`config.mk`:
```
export PLATFORM = sky130hd
export DESIGN_NAME = wbcvr_ram
export DESIGN_NICKNAME = d
export VERILOG_FILES = /design/src/design/wbcvr_ram.sv
export SDC_FILE = /design/constraint.sdc
export NUM_CORES = 1
export LEC_CHECK = 0
export BUFFER_PORTS_ARGS = -buffer_cell sky130_fd_sc_hd__buf_2
export CAP_MARGIN = 10
export CORE_ASPECT_RATIO = 0.8
export CORE_MARGIN = 3
export CORE_UTILIZATION = 50
export CTS_CLUSTER_SIZE = 10
export DETAILED_ROUTE_END_ITERATION = 12
export PLACE_DENSITY = 0.67
export SYNTH_ARGS = -nofsm -noshare
export SYNTH_HDL_FRONTEND = slang
export SYNTH_SLANG_ARGS = --single-unit
```
`constraint.sdc`:
```
create_clock -name clk -period 4.3 [get_ports clk]
set_input_delay 0.645 -clock clk [delete_from_list [all_inputs] [get_ports clk]]
set_output_delay 0.645 -clock clk [all_outputs]
set_load 0.1 [all_outputs]
```
`src/design/wbcvr_ram.sv`:
```
// Generic single-write, single-read synchronous RAM with registered read data.
// Standalone; no package dependencies.
`timescale 1ns / 1ps

module wbcvr_ram #(
    parameter int WIDTH = 8,
    parameter int DEPTH = 16,
    localparam int AW = (DEPTH > 1) ? $clog2(DEPTH) : 1
) (
    input  logic             clk,
    input  logic             we,
    input  logic [AW-1:0]    waddr,
    input  logic [WIDTH-1:0] wdata,
    input  logic [AW-1:0]    raddr,
    output logic [WIDTH-1:0] rdata
);

    logic [WIDTH-1:0] mem [DEPTH];
    logic [WIDTH-1:0] rdata_reg;

    always_ff @(posedge clk)
    begin
        if (we)
        begin
            mem[waddr] <= wdata;
        end
        rdata_reg <= mem[raddr];
    end

    assign rdata = rdata_reg;

endmodule
```
Word level (Yosys, flattened, before mapping)
Memory sizes are Yosys's and may differ from the RTL's. A register that Yosys moved wholly into a read port is not among the register bits.
Index checks and enable logic that the tools add are counted.
- register bits: 0
- bits in writable memories: 128
- input bits: 18
- memories: 1
- muxes and demuxes: 2
- memory list (memory ; depth ; width ; read ports ; clocked after memory_dff ; wr ports ; RTL line ; RTL):
    mem ; 16 ; 8 ; 1 ; 1 ; 1 ; 18 ; logic [WIDTH-1:0] mem [DEPTH];
- operators with widths (kind ; count):
    $mux 1 ; 2

Logic depth before layout (Yosys ltp)
Gate-level depths: netlist of run 1.
- word-level depth: 2
- depth in mapped cells: 5
- gate-level depth less buffers: 3

Worst setup path before layout of run 1
Ideal clock, no wire load.
- kind: input-to-reg
- start: input waddr[2]
- end: memory mem[0][0] (enable)
- slack: 2.162 ns
- cell stages on the path: 2
- required time: 3.917 ns
- buffers on the path: 0
- arrival time: 1.755 ns
- cells stage by stage: or3b_2 nor3_1
- RTL lines (element ; RTL line ; RTL):
    start: declaration ; 12 ; input logic [AW-1:0] waddr,
    end: declaration ; 18 ;
No word-level cell before the write port.

==> results of run 1 <==
Yosys cell counts, types with 2 or more instances:
cell type	n
a22oi_1	16
buf_2	3
buf_6	3
clkdlybuf4s25_2	3
dfxtp_1	8
edfxtp_1	128
mux4_1	14
mux4_2	18
nand2_1	9
nand2b_1	2
nand3b_1	2
nor2_1	13
nor3_1	4
cell type report:
class | count | area (um2)
sequential | 136 | 4000
fill | 722 | 3890
multi-input combinational | 83 | 1070
clock buffer | 25 | 485
tap | 136 | 170
timing repair buffer | 27 | 140
clock inverter | 7 | 92.6
critical path, delay by kind of cell:
family / cells / cell delay [ns]
simple gates: 1 / 0.08
compound gates: 1 / 0.28
buf+inv: 1 / 0.78
mux: 1 / 0.65
cells in the final DEF (no fill, tap or decap), drive strengths merged:
master	count
edfxtp	128
mux4	32
buf	27
clkbuf	25
a22oi	16
nor2	13
nand2	9
dfxtp	8
nor3	4
clkinvlp	3
nand3b	2
nand2b	2
clkinv	2
bufinv	2
nor2b	1
and2	1
and2b	1
nand3	1
or3b	1
power by group:
group | internal, mW | switching [mW] | total (mW)
clock network | 0.897 | 0.498 | 1.39
registers | 1.48 | 0.0102 | 1.49
logic | 0.0531 | 0.139 | 0.192
total | 2.43 | 0.647 | 3.08
cells by family (layout without fill, tap and decap cells):
logic type | Yosys count | after routing | synth area share [%]
AOI/OAI and AO/OA | 16 | 16 | 2.33
DFF | 136 | 136 | 77.8
buffers and inverters | 10 | 59 | 1.68
muxes | 32 | 32 | 15.0
and+or+nand+nor | 35 | 35 | 3.18
worst max path at each step:
stage	to	slack, ns	cells after the start
2_1_floorplan	mem[0][0]	2.16	2
3_3_place_gp	mem[0][1]	1.61	3
3_5_place_dp	mem[0][1]	1.54	3
4_1_cts	mem[0][2]	1.98	3
5_1_grt	rdata[1]	2.02	4
6_report	rdata[3]	2.13	4
metal layers:
layer  routed length (um)  vias to the layer above  share of wire [%]
li1                     -                     1048                  -
met1                 4300                     1196                 45
met2                 4510                       81                 47
met3                  764                        9                7.9
met4                   72                        0               0.75
met5                    0                        -                  0
==> impl_metrics.yaml, run 1 <==
placed_design:
  routabilityCongestion: 0.711
  io_buffers: 25
  place_ws_ns: 1.54
  post_dp_cell_area_um2: 5380
  placedCellCount: 382
  dp_hpwl_mm: 5.78
global_route:
  grt_max_degree: 33
  antenna_found_initial: 0
  use_met2_pct: 25.8
  grt_pass1_vias: 2459
  track_usage_pct: 18.0
  grtUsageMet3_pct: 7.01
  gr-max-usage-layer: "met2"
  grt_pass1_wl_mm: 14.5
  met1_usage_pct: 25.8
  grt_overflow: 0
yosys:
  syn_area_per_cell_um2: 22.5
  synth_top_area_share_pct: 74.7
  synth_edf_count: 128
  synth-async-reset-ratio_pct: 0
  ys_warn_count: 0
  ys_top_cells_by_area: "edfxtp_1, mux4_2, mux4_1"
  ys.flop_type: "edfxtp_1"
  synth_top_area_cell: "edfxtp_1"
  postSynthCellCount: 229
  netlist_area_um2: 5150
  yosys_register_bits: 136
  synth.distinct_cells: 19
  yosysSeqAreaShare_pct: 77.8
  synth_nets: 247
pwr:
  finalPower_mw: 3.08
  powerDensity_nw_per_um2: 517
  leakagePower_nw: 1.98
  vdd_ir_drop_max_v: 0.000317
floorplanning:
  num_rows: 32
  die_y_um: 96.8
  die_x_um: 119
  core_um2: 9850
  die_area_um2: 11600
  io_pins: 26
  initial_core_util_pct: 52.3
drt:
  wl_per_cell_um: 23.3
  ant_nets: 0
  wl_mm: 9.65
  drc_errors: 0
  first_pass_iters: 4
  vias_per_cell: 5.64
  vias: 2334
  dr.first_iter.drc_count: 282
cts:
  cts_buffers: 17
  htreeDepth: 4
  ctsRootBufferMaster: "clkbuf_16"
  clkLatencyLatePin_ns: 0.41
  cts_tree: "done"
  cts.sinks: 136
  post-cts-setup-buffers: 0
  clkTransAtPathRegs_ns: 0.06
  cts_max_path_buffers: 2
  cts.repair.resized: 0
  ctsHoldBuffers: 0
worst_hold_path:
  worstHoldPathType: "input port to flip-flop"
  hold_end: "mem[1][4]"
  hold_depth: 1
  hp-start: "wdata[4]"
layout:
  final_core_util_pct: 60.5
  final_cell_area_um2: 5960
  diodes: 0
  drive_above_1_share_pct: 27.0
  nets: 283
  final_cells: 414
  largest_reg_flops: 128
  syn2layout_area_growth_pct: 15.8
worst_setup_path:
  timing.rr.start: "mem[5][3]"
  crit_arrival_ns: 2.47
  reg2reg_depth: 3
  cpPeakStageDelay_ns: 0.78
  start_kind: "input port"
  r2r_slack_ns: 2.97
  critPathCaptureType: "flip-flop"
  cp_slowest_cell: "buf_2"
  timing.rr.end: "rdata[3]"
  cp-startpoint: "raddr[0]"
  cp_cell_sequence: "buf_2 -> mux4_1 -> a22oi_1 -> nand2_1"
  critPathKind: "input port to flip-flop"
  cp.required_ns: 4.60
  cp_max_fo: 32
timing:
  finalClockSkew_ns: 0.00655
  relSlewSlack_pct: 24.2
  tns_ns: 0
  fin_hold_ws_ns: 0.619
  fin_crit_sh_pct: 50.5
  drv_slew: 0
  hold_violations: 0
  grt_setup_unrepaired: "no"
  fin_ws_ns: 2.13
  period_minus_slack_ns: 2.17
  worstMarginPinSlew_ns: 1.13
  finalSetupViolations: 0
  fmax_mhz: 460
outcome:
  outcome: "finished, final reports clean"
flow_run:
  cap_viol_max_count: 0
Power figures use the tool's default switching activity.
==> run 2: changes to the inputs <==
==> constraint.sdc (replaced) <==
create_clock -name clk -period 2.27 [get_ports clk]
set_input_delay 0.3405 -clock clk [delete_from_list [all_inputs] [get_ports clk]]
set_output_delay 0.3405 -clock clk [all_outputs]
set_load 0.1 [all_outputs]
==> impl_metrics.yaml, run 2 (same netlist as run 1, synthesis figures left out) <==
outcome:
  outcome: "finished, final reports clean"
cts:
  cts_tree: "done"
  clkTransAtPathRegs_ns: 0.06
  ctsRootBufferMaster: "clkbuf_16"
  htreeDepth: 4
  cts_buffers: 17
  cts_max_path_buffers: 2
  clkLatencyLatePin_ns: 0.41
  ctsHoldBuffers: 0
  cts.sinks: 136
  post-cts-setup-buffers: 0
  cts.repair.resized: 0
drt:
  dr.first_iter.drc_count: 279
  wl_mm: 9.61
  wl_per_cell_um: 22.2
  vias_per_cell: 5.59
  drc_errors: 0
  ant_nets: 0
  vias: 2417
  first_pass_iters: 5
timing:
  finalSetupViolations: 0
  hold_violations: 0
  fmax_mhz: 634
  period_minus_slack_ns: 1.58
  grt_setup_unrepaired: "no"
  tns_ns: 0
  worstMarginPinSlew_ns: 0.737
  finalClockSkew_ns: 0.00615
  fin_ws_ns: 0.692
  fin_crit_sh_pct: 69.5
  drv_slew: 0
  relSlewSlack_pct: 50.7
worst_setup_path:
  r2r_slack_ns: 0.90
  cp_max_fo: 1
  crit_arrival_ns: 1.24
  crit_buf_inv: 1
  cp_cell_sequence: "buf_2"
  cpPeakStageDelay_ns: 0.45
  critPathKind: "flip-flop to output port"
  critPathCaptureType: "output port"
  cp.required_ns: 1.93
  cp_slowest_cell: "buf_2"
  start_kind: "flip-flop"
  critPathTopFamily: "buffers and inverters"
pwr:
  pwr-share-clk_pct: 43.6
  p_seq_share_pct: 49.8
  powerDensity_nw_per_um2: 935
  intPower_mw: 4.47
  vdd_ir_drop_max_v: 0.000711
  p_sw_share_pct: 21.4
  leakagePower_nw: 2.07
  power_switching_mw: 1.21
  combPwrFrac_pct: 6.6
layout:
  layout.area.seq_um2: 4000
  nets: 301
  layout_common_cells: "edfxtp_1, buf_2, mux4_2, buf_4, clkbuf_16"
  multiInputGateArea_um2: 1060
  fillers: 717
  diodes: 0
  largest_reg_flops: 128
  syn2layout_area_growth_pct: 18.0
  final_common_cell: "edfxtp_1"
  drive_above_1_share_pct: 30.4
floorplanning:
  die_y_um: 96.8
  die_x_um: 119
  num_rows: 32
  core_um2: 9850
  die_area_um2: 11600
  initial_core_util_pct: 52.3
  io_pins: 26
worst_hold_path:
  worstHoldPathType: "input port to flip-flop"
global_route:
  grt_max_degree: 33
  grt_overflow: 0
  antenna_found_initial: 0
  grt_pass1_wl_mm: 14.4
  grt_pass1_vias: 2418
  track_usage_pct: 17.9
placed_design:
  dp_hpwl_mm: 6.18
  place_ws_ns: 0.447
  routabilityCongestion: 0.736
  io_buffers: 25
flow_run:
  cap_viol_max_count: 0
==> run 2: changes by cell type in the layout (fill, tap and decap cells not counted) <==
cell and delta:
nor3_1 +2, nor3_2 -2, buf_4 +16, clkinv_1 +3, buf_12 +2, clkbuf_1 -2, clkbuf_8 -1, clkinv_2 +1
bufinv_16 -1
==> run 2: power groups by stage <==
stage          logic [mW]  registers [mW]  clock network (mW)
2_1_floorplan       0.143            2.99                   0
3_3_place_gp        0.377            2.88                   0
3_5_place_dp        0.382            2.88                   0
4_1_cts             0.383            2.83                2.52
5_1_grt             0.402            2.83                2.63
6_report            0.376            2.83                2.48
==> run 2: cell type report <==
type                            count  share of cell area (%)
Sequential cell                   136                    65.9
Clock buffer                       22                    7.64
Timing Repair Buffer               45                    4.94
Multi-Input combinational cell     83                    17.4
Clock inverter                     10                    1.30
Tap cell                          136                    2.80
==> run 2: metal layers <==
layer	global-route usage [%]	part of all wire, %	up-vias
met5	0	0	-
met1	27.4	44	1235
met4	6.16	0.66	0
li1	-	-	1082
met3	6.08	8.7	6
met2	24.4	46	94
==> run 2: final timing paths <==
path                                 start         to  cells past startpoint
worst min register to register  mem[15][6]   rdata[6]                      3
worst max-delay path              rdata[4]   rdata[4]                      1
worst min-delay path              wdata[1]  mem[2][1]                      1
worst max register to register   mem[9][2]   rdata[2]                      3
==> run 2: stage by stage <==
stage               util [%]  hold WS [ns]  instance area [um2]  power (mW)  instances
finish                  61.7         0.320                 6070        5.68        432
global route            61.7         0.318                 6070        5.86        432
CTS                     61.7         0.307                 6070        5.74        432
detailed placement      56.2         0.658                 5530        3.26        400
global placement        56.2         0.662                 5530        3.25        400
floorplan                  -         0.439                 5150        3.14        229
